`config.mk`:
```
export PLATFORM = sky130hd
export DESIGN_NAME = sprite_frame_time_lookup_core
export DESIGN_NICKNAME = d
export VERILOG_FILES = /design/src/hdl/sftl_pkg.sv /design/src/hdl/sftl_rem.sv /design/src/hdl/sprite_frame_time_lookup_core.sv
export VERILOG_INCLUDE_DIRS = /design/src /design/src/hdl
export SDC_FILE = /design/constraint.sdc
export NUM_CORES = 2
export LEC_CHECK = 0
export BUFFER_PORTS_ARGS = -buffer_cell sky130_fd_sc_hd__buf_2
export CAP_MARGIN = 25
export CORE_UTILIZATION = 55
export CTS_CLUSTER_SIZE = 12
export DETAILED_ROUTE_END_ITERATION = 6
export PLACE_DENSITY = 0.76
export SLEW_MARGIN = 20
export SYNTH_ARGS = -nofsm -noshare
export SYNTH_HDL_FRONTEND = slang
export SYNTH_SLANG_ARGS = --single-unit
```
`constraint.sdc`:
```
create_clock -name clk_i -period 8 [get_ports clk_i]
set_input_delay 1.2 -clock clk_i [delete_from_list [all_inputs] [get_ports clk_i]]
set_output_delay 1.2 -clock clk_i [all_outputs]
set_load 0.005 [all_outputs]
```
`src/hdl/sprite_frame_time_lookup_core_defines.svh`:
```
// Assertion macros shared by the sprite frame time lookup modules.
`ifndef SPRITE_FRAME_TIME_LOOKUP_CORE_DEFINES_SVH
`define SPRITE_FRAME_TIME_LOOKUP_CORE_DEFINES_SVH

// check a property at every clock edge outside reset
`define SFTL_ASSERT(name, prop, msg) \
  name: assert property (@(posedge clk_i) disable iff (!rst_ni) (prop)) else $error(msg);

// check a same-cycle implication
`define SFTL_IMPLY(name, ante, cons, msg) \
  name: assert property (@(posedge clk_i) disable iff (!rst_ni) (ante) |-> (cons)) \
    else $error(msg);

// check a next-cycle implication
`define SFTL_NEXT(name, ante, cons, msg) \
  name: assert property (@(posedge clk_i) disable iff (!rst_ni) (ante) |=> (cons)) \
    else $error(msg);

`endif

```
`src/hdl/sftl_pkg.sv`:
```
// Types, constants and helpers for the sprite frame time lookup core.
package sftl_pkg;

  localparam int unsigned MAX_FRAMES_DEF      = 64;
  localparam int unsigned SPEED_FRAC_BITS_DEF = 8;

  localparam int unsigned TIME_W  = 32;
  localparam int unsigned SPEED_W = 16;
  localparam int unsigned PROD_W  = TIME_W + SPEED_W;
  localparam int unsigned CFG_W   = SPEED_W;

  localparam logic [SPEED_W-1:0] SPEED_RESET = 16'd256;

  localparam logic [1:0] OVR_FORCE_OFF = 2'd1;
  localparam logic [1:0] OVR_FORCE_ON  = 2'd2;

  typedef enum logic {
    FUNC_APPEND = 1'b0,
    FUNC_QUERY  = 1'b1
  } func_e;

  typedef enum logic [1:0] {
    CFG_LOOP_ENABLE = 2'd0,
    CFG_SPEED       = 2'd1,
    CFG_FLIP_X_OVR  = 2'd2,
    CFG_FLIP_Y_OVR  = 2'd3
  } cfg_reg_e;

  typedef enum logic [2:0] {
    ST_IDLE,
    ST_WRAP,
    ST_DIV,
    ST_SEARCH,
    ST_LAST
  } state_e;

  typedef struct packed {
    logic               func;
    logic [23:0]        frame_time;
    logic               frame_flip_x;
    logic               frame_flip_y;
    logic signed [31:0] elapsed_time;
    logic [5:0]         start_frame;
  } sftl_in_t;

  typedef struct packed {
    logic        frame_valid;
    logic [5:0]  frame_index;
    logic        out_flip_x;
    logic        out_flip_y;
    logic [6:0]  frame_count;
    logic [31:0] total_time;
    logic        status;
  } sftl_out_t;

  typedef struct packed {
    logic [TIME_W-1:0] end_time;
    logic              flip_y;
    logic              flip_x;
  } frame_entry_t;

  function automatic logic apply_ovr(input logic [1:0] ovr, input logic frame_bit);
    logic r;
    r = frame_bit;
    if (ovr == OVR_FORCE_OFF) r = 1'b0;
    if (ovr == OVR_FORCE_ON)  r = 1'b1;
    return r;
  endfunction

endpackage

```
`src/hdl/sftl_rem.sv`:
```
// Bit-serial restoring remainder unit: one dividend bit per cycle.
`include "sprite_frame_time_lookup_core_defines.svh"

module sftl_rem #(
  parameter int unsigned DVD_W = sftl_pkg::PROD_W
) (
  input  logic                           clk_i,
  input  logic                           rst_ni,
  input  logic                           start_i,
  input  logic [DVD_W-1:0]               dividend_i,
  input  logic [sftl_pkg::TIME_W-1:0]    divisor_i,
  output logic                           done_o,
  output logic [sftl_pkg::TIME_W-1:0]    rem_o
);

  localparam int unsigned CNT_W = $clog2(DVD_W + 1);
  localparam int unsigned TW    = sftl_pkg::TIME_W;

  logic             busy_q, busy_d;
  logic             done_q, done_d;
  logic [CNT_W-1:0] cnt_q, cnt_d;
  logic [DVD_W-1:0] dvd_q, dvd_d;
  logic [TW-1:0]    div_q, div_d;
  logic [TW-1:0]    rem_q, rem_d;
  logic [TW:0]      trial;
  logic [TW:0]      diff;

  assign trial = {rem_q, dvd_q[DVD_W-1]};
  assign diff  = trial - {1'b0, div_q};

  always_comb begin
    busy_d = busy_q;
    done_d = 1'b0;
    cnt_d  = cnt_q;
    dvd_d  = dvd_q;
    div_d  = div_q;
    rem_d  = rem_q;
    if (start_i) begin
      busy_d = 1'b1;
      cnt_d  = CNT_W'(DVD_W);
      dvd_d  = dividend_i;
      div_d  = divisor_i;
      rem_d  = '0;
    end else if (busy_q) begin
      rem_d = (trial >= {1'b0, div_q}) ? diff[TW-1:0] : trial[TW-1:0];
      dvd_d = {dvd_q[DVD_W-2:0], 1'b0};
      cnt_d = cnt_q - 1'b1;
      if (cnt_q == CNT_W'(1)) begin
        busy_d = 1'b0;
        done_d = 1'b1;
      end
    end
  end

  always_ff @(posedge clk_i or negedge rst_ni) begin
    if (!rst_ni) begin
      busy_q <= 1'b0;
      done_q <= 1'b0;
      cnt_q  <= '0;
    end else begin
      busy_q <= busy_d;
      done_q <= done_d;
      cnt_q  <= cnt_d;
    end
  end

  always_ff @(posedge clk_i) begin
    dvd_q <= dvd_d;
    div_q <= div_d;
    rem_q <= rem_d;
  end

  assign done_o = done_q;
  assign rem_o  = rem_q;

  `SFTL_IMPLY(a_rem_below_div, done_q, rem_q < div_q, "remainder not below divisor")
  `SFTL_IMPLY(a_busy_cnt, busy_q, cnt_q != '0, "busy with zero step count")
  `SFTL_IMPLY(a_no_restart, start_i, !busy_q, "restart while busy")

endmodule

```
`src/hdl/sprite_frame_time_lookup_core.sv`:
```
// Sprite frame time lookup core: frame table in memory, append and time query.
//
//   channel   handshake              payload
//   ------    ---------------------  -------------------------------
//   input     start_i && !busy_o     data_i   (sftl_pkg::sftl_in_t)
//   result    done_o, one cycle      result_o (sftl_pkg::sftl_out_t)
//   config    cfg_we_i               cfg_idx_i, cfg_data_i
//
// Append and rejected queries: result in the cycle after the transfer.
// Query: the search walks the frame memory one entry per cycle, from the start frame or,
// when the time wraps, from entry 0 after the bit-serial remainder unit has reduced it.
// Reset clears frame count and total and sets the config registers to their reset values;
// the frame memory is not cleared. The receiver cannot stall; each result shows for exactly one cycle.
`include "sprite_frame_time_lookup_core_defines.svh"

module sprite_frame_time_lookup_core #(
  parameter int unsigned MAX_FRAMES      = sftl_pkg::MAX_FRAMES_DEF,
  parameter int unsigned SPEED_FRAC_BITS = sftl_pkg::SPEED_FRAC_BITS_DEF
) (
  input  logic                        clk_i,
  input  logic                        rst_ni,
  input  logic                        start_i,
  output logic                        busy_o,
  input  sftl_pkg::sftl_in_t          data_i,
  output logic                        done_o,
  output sftl_pkg::sftl_out_t         result_o,
  input  logic                        cfg_we_i,
  input  logic [1:0]                  cfg_idx_i,
  input  logic [sftl_pkg::CFG_W-1:0]  cfg_data_i
);

  localparam int unsigned TW     = sftl_pkg::TIME_W;
  localparam int unsigned PW     = sftl_pkg::PROD_W;
  localparam int unsigned T_W    = PW - SPEED_FRAC_BITS;
  localparam int unsigned CNT_W  = $clog2(MAX_FRAMES + 1);
  localparam int unsigned IDX_W  = (MAX_FRAMES > 1) ? $clog2(MAX_FRAMES) : 1;

  sftl_pkg::state_e state_q, state_d;

  logic                        loop_q;
  logic [sftl_pkg::SPEED_W-1:0] speed_q;
  logic [1:0]                  ovr_x_q, ovr_y_q;

  logic [CNT_W-1:0] count_q, count_d;
  logic [TW-1:0]    total_q, total_d;
  logic [T_W-1:0]   t_q, t_d;
  logic [IDX_W-1:0] idx_q, idx_d;
  logic [5:0]       start_q, start_d;

  sftl_pkg::sftl_out_t res_q, res_d;
  logic                done_q, done_d;

  sftl_pkg::frame_entry_t mem [MAX_FRAMES];
  sftl_pkg::frame_entry_t rd_data_q;
  sftl_pkg::frame_entry_t wr_data;
  logic [IDX_W-1:0]       rd_addr;
  logic                   mem_we;

  logic             rem_start;
  logic             rem_done;
  logic [TW-1:0]    rem_val;

  logic             accept;
  logic             is_query;
  logic             q_reject;
  logic             table_full;
  logic [TW:0]      sum;
  logic [TW-1:0]    sum_sat;
  logic [TW-1:0]    mag;
  logic [PW-1:0]    prod;
  logic             wrap_hit;
  logic             hit;
  logic             at_last;
  logic             start_past;
  logic [IDX_W-1:0] last_idx;

  assign accept     = start_i && (state_q == sftl_pkg::ST_IDLE);
  assign is_query   = (data_i.func == sftl_pkg::FUNC_QUERY);
  assign q_reject   = (data_i.elapsed_time[TW-1] && (speed_q != '0)) || (count_q == '0);
  assign table_full = (count_q >= CNT_W'(MAX_FRAMES));
  assign sum        = {1'b0, total_q} + (TW + 1)'(data_i.frame_time);
  assign sum_sat    = sum[TW] ? '1 : sum[TW-1:0];
  assign mag        = data_i.elapsed_time[TW-1] ? '0 : TW'(data_i.elapsed_time);
  assign prod       = PW'(mag) * PW'(speed_q);
  assign wrap_hit   = loop_q && (t_q >= T_W'(total_q));
  assign hit        = (t_q <= T_W'(rd_data_q.end_time));
  assign at_last    = ((CNT_W'(idx_q) + 1'b1) >= count_q);
  assign start_past = (32'(start_q) >= 32'(count_q));
  assign last_idx   = IDX_W'(count_q - 1'b1);

  assign wr_data.end_time = sum_sat;
  assign wr_data.flip_x   = data_i.frame_flip_x;
  assign wr_data.flip_y   = data_i.frame_flip_y;

  sftl_rem #(
    .DVD_W (T_W)
  ) u_rem (
    .clk_i      (clk_i),
    .rst_ni     (rst_ni),
    .start_i    (rem_start),
    .dividend_i (t_q),
    .divisor_i  (total_q),
    .done_o     (rem_done),
    .rem_o      (rem_val)
  );

  always_comb begin
    state_d = state_q;
    unique case (state_q)
      sftl_pkg::ST_IDLE: begin
        if (accept && is_query && !q_reject) state_d = sftl_pkg::ST_WRAP;
      end
      sftl_pkg::ST_WRAP: begin
        if (wrap_hit) begin
          state_d = (total_q == '0) ? sftl_pkg::ST_LAST : sftl_pkg::ST_DIV;
        end else begin
          state_d = start_past ? sftl_pkg::ST_LAST : sftl_pkg::ST_SEARCH;
        end
      end
      sftl_pkg::ST_DIV: begin
        if (rem_done) state_d = sftl_pkg::ST_SEARCH;
      end
      sftl_pkg::ST_SEARCH: begin
        if (hit || at_last) state_d = sftl_pkg::ST_IDLE;
      end
      sftl_pkg::ST_LAST: begin
        state_d = sftl_pkg::ST_IDLE;
      end
    endcase
  end

  always_comb begin
    count_d   = count_q;
    total_d   = total_q;
    t_d       = t_q;
    idx_d     = idx_q;
    start_d   = start_q;
    res_d     = res_q;
    done_d    = 1'b0;
    rd_addr   = idx_q;
    mem_we    = 1'b0;
    rem_start = 1'b0;
    unique case (state_q)
      sftl_pkg::ST_IDLE: begin
        if (accept) begin
          t_d     = T_W'(prod >> SPEED_FRAC_BITS);
          start_d = data_i.start_frame;
          res_d   = '0;
          if (!is_query) begin
            done_d = 1'b1;
            if (table_full) begin
              res_d.status = 1'b1;
            end else begin
              mem_we  = 1'b1;
              total_d = sum_sat;
              count_d = count_q + 1'b1;
            end
            res_d.frame_count = 7'(count_d);
            res_d.total_time  = total_d;
          end else if (q_reject) begin
            done_d            = 1'b1;
            res_d.frame_count = 7'(count_q);
            res_d.total_time  = total_q;
          end
        end
      end
      sftl_pkg::ST_WRAP: begin
        if (wrap_hit) begin
          if (total_q == '0) begin
            rd_addr = last_idx;
          end else begin
            rem_start = 1'b1;
          end
        end else if (start_past) begin
          rd_addr = last_idx;
        end else begin
          idx_d   = IDX_W'(start_q);
          rd_addr = IDX_W'(start_q);
        end
      end
      sftl_pkg::ST_DIV: begin
        if (rem_done) begin
          t_d     = T_W'(rem_val);
          idx_d   = '0;
          rd_addr = '0;
        end
      end
      sftl_pkg::ST_SEARCH: begin
        if (hit || at_last) begin
          done_d            = 1'b1;
          res_d.frame_valid = 1'b1;
          res_d.frame_index = 6'(idx_q);
          res_d.out_flip_x  = sftl_pkg::apply_ovr(ovr_x_q, rd_data_q.flip_x);
          res_d.out_flip_y  = sftl_pkg::apply_ovr(ovr_y_q, rd_data_q.flip_y);
          res_d.frame_count = 7'(count_q);
          res_d.total_time  = total_q;
        end else begin
          idx_d   = idx_q + 1'b1;
          rd_addr = idx_q + 1'b1;
        end
      end
      sftl_pkg::ST_LAST: begin
        done_d            = 1'b1;
        res_d.frame_valid = 1'b1;
        res_d.frame_index = 6'(last_idx);
        res_d.out_flip_x  = sftl_pkg::apply_ovr(ovr_x_q, rd_data_q.flip_x);
        res_d.out_flip_y  = sftl_pkg::apply_ovr(ovr_y_q, rd_data_q.flip_y);
        res_d.frame_count = 7'(count_q);
        res_d.total_time  = total_q;
      end
    endcase
  end

  always_ff @(posedge clk_i or negedge rst_ni) begin
    if (!rst_ni) begin
      state_q <= sftl_pkg::ST_IDLE;
      count_q <= '0;
      total_q <= '0;
      done_q  <= 1'b0;
      loop_q  <= 1'b0;
      speed_q <= sftl_pkg::SPEED_RESET;
      ovr_x_q <= '0;
      ovr_y_q <= '0;
    end else begin
      state_q <= state_d;
      count_q <= count_d;
      total_q <= total_d;
      done_q  <= done_d;
      if (cfg_we_i) begin
        unique case (cfg_idx_i)
          sftl_pkg::CFG_LOOP_ENABLE: loop_q  <= cfg_data_i[0];
          sftl_pkg::CFG_SPEED:       speed_q <= cfg_data_i;
          sftl_pkg::CFG_FLIP_X_OVR:  ovr_x_q <= cfg_data_i[1:0];
          sftl_pkg::CFG_FLIP_Y_OVR:  ovr_y_q <= cfg_data_i[1:0];
        endcase
      end
    end
  end

  always_ff @(posedge clk_i) begin
    t_q     <= t_d;
    idx_q   <= idx_d;
    start_q <= start_d;
    res_q   <= res_d;
  end

  always_ff @(posedge clk_i) begin
    if (mem_we) begin
      mem[count_q[IDX_W-1:0]] <= wr_data;
    end
    rd_data_q <= mem[rd_addr];
  end

  assign busy_o   = (state_q != sftl_pkg::ST_IDLE);
  assign done_o   = done_q;
  assign result_o = res_q;

  `SFTL_ASSERT(a_count_bound, count_q <= CNT_W'(MAX_FRAMES), "frame count above table size")
  `SFTL_IMPLY(a_search_idx, state_q == sftl_pkg::ST_SEARCH, CNT_W'(idx_q) < count_q,
    "search index past stored frames")
  `SFTL_IMPLY(a_valid_nonempty, done_q && res_q.frame_valid, count_q != '0,
    "frame selected from an empty table")
  `SFTL_NEXT(a_append_count, accept && !is_query && !table_full,
    count_q == CNT_W'($past(count_q) + 1'b1), "append did not advance frame count")

endmodule

```
Word-level counts from Yosys, hierarchy flattened
Memories as Yosys holds them, arrays and structs flattened. A register that Yosys moved wholly into a read port is not among the register bits.
Index checks and enable logic that the tools add are counted.
{ "word_totals": {"wordCells": 145, "mem_count": 1, "reg_bits": 277, "mem_bits_rw": 2176} }
{ "op_classes": {"add_sub_neg": 7, "n_bitwise": 1, "reduce_logical": 28, "magnitude_cmp": 6, "n_eq_ne": 18, "multipliers": 1, "mux": 59} }
{ "memory_table": {"columns": ["memory", "words", "word_bits", "rd", "rd_ports_with_merged_regs", "write_ports", "line", "rtl"], "rows": [
  ["mem", 64, 34, 1, 1, 1, "sprite_frame_time_lookup_core.sv:53", "sftl_pkg::frame_entry_t mem [MAX_FRAMES];"]
]} }
{ "ops": {"columns": ["cell", "n"], "rows": [
  ["40-bit 2-to-1 mux", 4],
  ["48-bit one-hot mux with 3 select lines", 1],
  ["32-bit 2-to-1 mux", 3],
  ["40-bit one-hot mux with 2 select lines", 1],
  ["39-bit 2-to-1 mux", 2],
  ["6-bit 2-to-1 mux", 9],
  ["49-bit 2-to-1 mux", 1],
  ["48-bit 2-to-1 mux", 1],
  ["31-bit by 16-bit multiplier with 47-bit output", 1],
  ["40-bit by 32-bit greater-or-equal comparator with 1-bit output", 1],
  ["40-bit by 32-bit less-or-equal comparator with 1-bit output", 1],
  ["6-bit one-hot mux with 3 select lines", 2],
  ["32-bit by 24-bit adder with 33-bit output", 1],
  ["33-bit by 32-bit greater-or-equal comparator with 1-bit output", 1],
  ["32-bit logical NOT", 1],
  ["32-bit subtractor", 1],
  ["31-bit 2-to-1 mux", 1],
  ["1-bit 2-to-1 mux", 25],
  ["3-bit 2-to-1 mux", 6],
  ["16-bit nonzero test", 1],
  ["3-bit one-hot mux with 5 select lines", 1],
  ["3-bit AND reduction", 5],
  ["6-bit by 1-bit subtractor with 6-bit output, second input constant", 2],
  ["2-bit AND reduction", 5],
  ["25 further kinds", 43]
]} }

Logic depth before layout (Yosys ltp)
{ "depth": {"depth_word": 7, "mapped_depth": 29, "depth_no_buf": 27} }

Hierarchy
Synthesis repeated with hierarchy kept, for this count alone.
{ "hier_totals": {"cells_unflattened": 7074, "hier_area_um2": 115495.8} }
{ "modules_own_cells": {"columns": ["mod", "seq_area_each_um2", "instances", "area_per_inst_um2", "cells_per_inst"], "rows": [
  ["sprite_frame_time_lookup_core", 70629.0, 1, 109197.2, 6490],
  ["sftl_rem", 3002.9, 1, 6298.5, 584]
]} }

Least setup slack after synthesis
OpenSTA, ideal clock, no wires.
{ "synth_timing": {"path_kind": "in2reg", "startpoint": "in data_i[37] (netlist bit)", "endpoint": "reg t_q[32] (data pin)", "arrival_time_ns": 8.042, "slack_ns": -0.308, "n_path_buf": 3, "stages": 27, "cell_sequence": "clkbuf_1 > clkbuf_1 > nor2b_1 > clkbuf_1 > nand2_1 > fa_1 > fa_1 > fa_1 > inv_1 > fa_1 > fa_1 > inv_1 > fa_1 > inv_1 > ha_1 > a21o_1 > a21oi_1 > o21ai_0 > a221oi_1 > a21o_1 > a21boi_0 > o211ai_1 > a21boi_0 > or2_2 > a41oi_1 > xor2_1 > nor2_1"} }
{ "synth_between": {"elab_chain_cells": 4} }
{ "synth_rtl": {"columns": ["item", "line", "rtl"], "rows": [
  ["from (decl)", "sprite_frame_time_lookup_core.sv:24", "input sftl_pkg::sftl_in_t data_i,"],
  ["31-bit 2-to-1 mux", "sprite_frame_time_lookup_core.sv:83", "assign mag = data_i.elapsed_time[TW-1] ? '0 : TW'(data_i.elapsed_time);"],
  ["31-bit by 16-bit multiplier with 47-bit output", "sprite_frame_time_lookup_core.sv:84", "assign prod = PW'(mag) * PW'(speed_q);"],
  ["40-bit 2-to-1 mux", "sprite_frame_time_lookup_core.sv:145", "if (accept) begin"],
  ["40-bit one-hot mux with 2 select lines", "sprite_frame_time_lookup_core.sv:143", "unique case (state_q)"],
  ["to (signal assigned)", "sprite_frame_time_lookup_core.sv:241", "t_q <= t_d;"],
  ["to (decl)", "sprite_frame_time_lookup_core.sv:46", "logic [T_W-1:0] t_q, t_d;"]
]} }
Every way passes these cells. The select of a mux whose other input is x is not followed.
A chain may end at the register's enable or synchronous reset.

Worst setup path in the final report
{ "layout_timing": {"startpoint": "in data_i[37] (netlist bit)", "endpoint": "reg t_q[30] (data pin)"} }
{ "layout_between": {"elab_chain_cells": 4} }
{ "layout_rtl": {"columns": ["item", "line"], "rows": [
  ["31-bit 2-to-1 mux", "sprite_frame_time_lookup_core.sv:83"],
  ["31-bit by 16-bit multiplier with 47-bit output", "sprite_frame_time_lookup_core.sv:84"],
  ["40-bit 2-to-1 mux", "sprite_frame_time_lookup_core.sv:145"],
  ["40-bit one-hot mux with 2 select lines", "sprite_frame_time_lookup_core.sv:143"],
  ["via t_d[30]", "sprite_frame_time_lookup_core.sv:46"]
]} }
The timed path passes the listed nets, and every way through them passes these cells. The select of a mux whose other input is x is not followed.

==> impl_metrics.toml <==
[run_status]
status = "complete, but fails checks"
failed_checks = "design-rule violations"

[sta]
drv_slew = 0
layout_min_cycle_time_ns = 7.33
maxSlewHeadroom_pct = 17.5
whs_ns = 0.191
min_period_over_period_pct = 91.6
skew_ns = 0.0819
finalSetupViolations = 0
tightest_slew_ns = 1.24
final-hold-violation-count = 0
maxClockFrequency_ghz = 0.136
rsz0062_at_grt = "no"

[yosys]
synth_fp_nets = 9716
avgSynthCellArea_um2 = 13.3
async_flop_share_pct = 2.90
ys_seq_area_share_pct = 61.8
yosys_warnings = 0
syn_inst = 8969
synthFlopType = "edfxtp_1"
synth_cell_type_count = 102
synth_enable_flop_cells = 2348
syn_area_um2 = 119000
yosys_register_bits = 2486

[route]
vias_per_cell = 6.55
drtAntennaViolNets = 0
drc_errors = 2
drtIter0Drc = 12200
routedWlPerCell_um = 30.0
vias = 80300
routed_wl_um = 367000
dr.pass1.iters = 7

[setup_path]
path_buf_inv = 8
crit_arrival_ns = 7.90
worst-path-max-fanout = 8
crit_top_cell = "fa_1"
cp_data_required_time_ns = 8.57
r2r-start = "rd_data_q[30]"
r2r_end = "rd_data_q[9]"
critPathTopFamily = "adder cells"
rr_worst_depth = 16
cp-start-kind = "primary input"
cpPeakStageDelay_ns = 0.54
crit_path_end_kind = "flip-flop"
cp_slowest_cell = "fa_1"
crit_type = "primary input to flip-flop"
r2r_slack_ns = 0.75

[finish]
synthToLayoutAreaGrowth_pct = 11.2
stdcell_area_um2 = 132000
final_cell_mix = "edfxtp_1 (2348), nand2_1 (1503), inv_1 (606), nand3_1 (506), fa_1 (405)"
drive_gt1_share_pct = 13.0
nFillCells = 15800
layout_commonest_cell = "edfxtp_1"
nets = 10000

[floorplan]
io_pins = 138
die-area_um2 = 218000
start_util_pct = 55.4
die_x_um = 467
core_um2 = 215000
die_h_um = 467
row_count = 170

[hold_path]
hold_path.class = "primary input to asynchronous set/reset pin"

[place]
placed_area_um2 = 125000
port_buffers = 137
finalWeightedCongestion = 0.960
dpl.hpwl_um = 235000

[global_routing]
grt_pass1_wl_um = 528000
grt_max_degree = 114
grt_remaining_overflow = 0
antenna_found_initial = 19
first_global_vias = 78300
grt_use_total_pct = 33.4

[clock_tree]
cts_root_buf = "clkbuf_16"
cts_resized = 0
htree_levels = 4
clk_path_buf_depth = 3
hold_buffers = 0
clock_sinks = 2486
post_cts_buffers = 0
insertion_delay_ns = 0.92
cts_tree = "done"
numCtsBuffers = 239
clkTransAtPathRegs_ns = 0.07

[flow_run]
maxCapViolations = 0
-- metrics by stage --
step	instances	setup slack [ns]	util (%)	setup TNS (ns)
after floorplan	8969	0.0170	-	0
final	12300	0.669	61.7	0
after global routing	12300	0.353	61.6	0
after CTS	12200	0.734	61.6	0
after global placement	11900	-0.0221	58.3	-0.0421
after detailed placement	11900	-0.115	58.3	-0.566
-- cell type report --
type	count	area, um2	share of cell area (%)
diodes	9	22.5	0.0170
clock buffers	326	6350	4.79
clock inverters	51	639	0.483
inverters	621	2330	1.76
multi-input cells	5351	41400	31.2
flip-flops and latches	2486	73600	55.6
well taps	2838	3550	2.68
repair buffers	577	4550	3.43
-- worst max path at each step --
| stage | slack (ns) | to | cells after the start | startpoint |
|---|---|---|---|---|
| 2_1_floorplan | 0.02 | t_q[32] | 27 | data_i[37] |
| 3_3_place_gp | -0.02 | t_q[32] | 28 | data_i[37] |
| 3_5_place_dp | -0.11 | t_q[32] | 29 | data_i[37] |
| 4_1_cts | 0.73 | t_q[32] | 29 | data_i[37] |
| 5_1_grt | 0.35 | t_q[32] | 27 | data_i[37] |
| 6_report | 0.67 | t_q[30] | 29 | data_i[37] |
-- registers in the layout, indices dropped and copies added, names as in the netlist, 2 cells and up --
signal	cells
result_o	49
idx_q	6
u_rem.dvd_q	40
ovr_x_q	2
u_rem.cnt_q	6
count_q	7
u_rem.div_q	32
total_q	32
ovr_y_q	2
state_q	3
t_q	39
start_q	6
speed_q	16
rd_data_q	34
u_rem.rem_o	32
mem	2176
-- per-layer routing --
metal | share of wire, % | GRT usage (%)
met3 | 14 | 9.35
met5 | 0.035 | 0
met2 | 45 | 51.6
met1 | 35 | 43.0
met4 | 6.6 | 17.9
-- cells by family (layout without fill, tap and decap cells) --
logic type                 count (synthesis)  in the layout  share of synthesized area [%]
muxes                                    573            573                           5.97
buffers and inverters                   1132           1575                           4.14
xor gates and xnor gates                  93             93                          0.684
adders and majority gates                662            662                           9.50
other                                      0              9                              0
AOI/OAI and AO/OA                       1218           1218                           7.40
and+or+nand+nor                         2805           2805                           10.5
DFF                                     2486           2486                           61.8
-- synth_stat cells, types with 43 or more instances --
library cell | instances | area share, %
a21o_1 | 76 | 0.48
dfrtp_1 | 71 | 1.5
nor2_1 | 254 | 0.80
a211oi_1 | 105 | 0.66
nor3_1 | 61 | 0.26
o21ai_0 | 116 | 0.49
buf_4 | 50 | 0.32
and3_1 | 48 | 0.25
mux2_2 | 87 | 0.82
fa_1 | 405 | 6.8
a2111oi_0 | 55 | 0.40
ha_1 | 255 | 2.7
nand3_1 | 507 | 2.1
nand2_1 | 1515 | 4.8
o211a_1 | 66 | 0.55
clkbuf_1 | 261 | 0.82
o22ai_1 | 44 | 0.23
dfxtp_1 | 66 | 1.1
xnor2_1 | 60 | 0.44
and2_1 | 176 | 0.92
buf_2 | 150 | 0.63
nor2b_1 | 49 | 0.26
inv_1 | 617 | 1.9
o221ai_1 | 43 | 0.32
a21oi_1 | 257 | 1.1
nand4_1 | 53 | 0.28
a31oi_1 | 74 | 0.39
edfxtp_1 | 2348 | 59
mux4_2 | 101 | 1.9
mux2i_1 | 384 | 3.2
-- worst reg2reg max path, stage by stage (launching register included) --
cell	delay (ns)
dfxtp_1	0.67
inv_1	0.15
ha_1	0.32
nand4_1	0.10
or4_4	0.56
or4b_4	0.53
a21o_1	0.21
a31oi_4	0.45
o211a_4	0.78
o21a_4	0.73
buf_12	0.37
buf_4	0.57
mux2i_1	0.21
mux2i_1	0.20
mux2_2	0.21
o22ai_1	0.17
a211oi_1	0.81
Power is left out: the tool's default activity adds up to more than one toggle a clock period on the data nets, which glitch-free logic cannot reach.
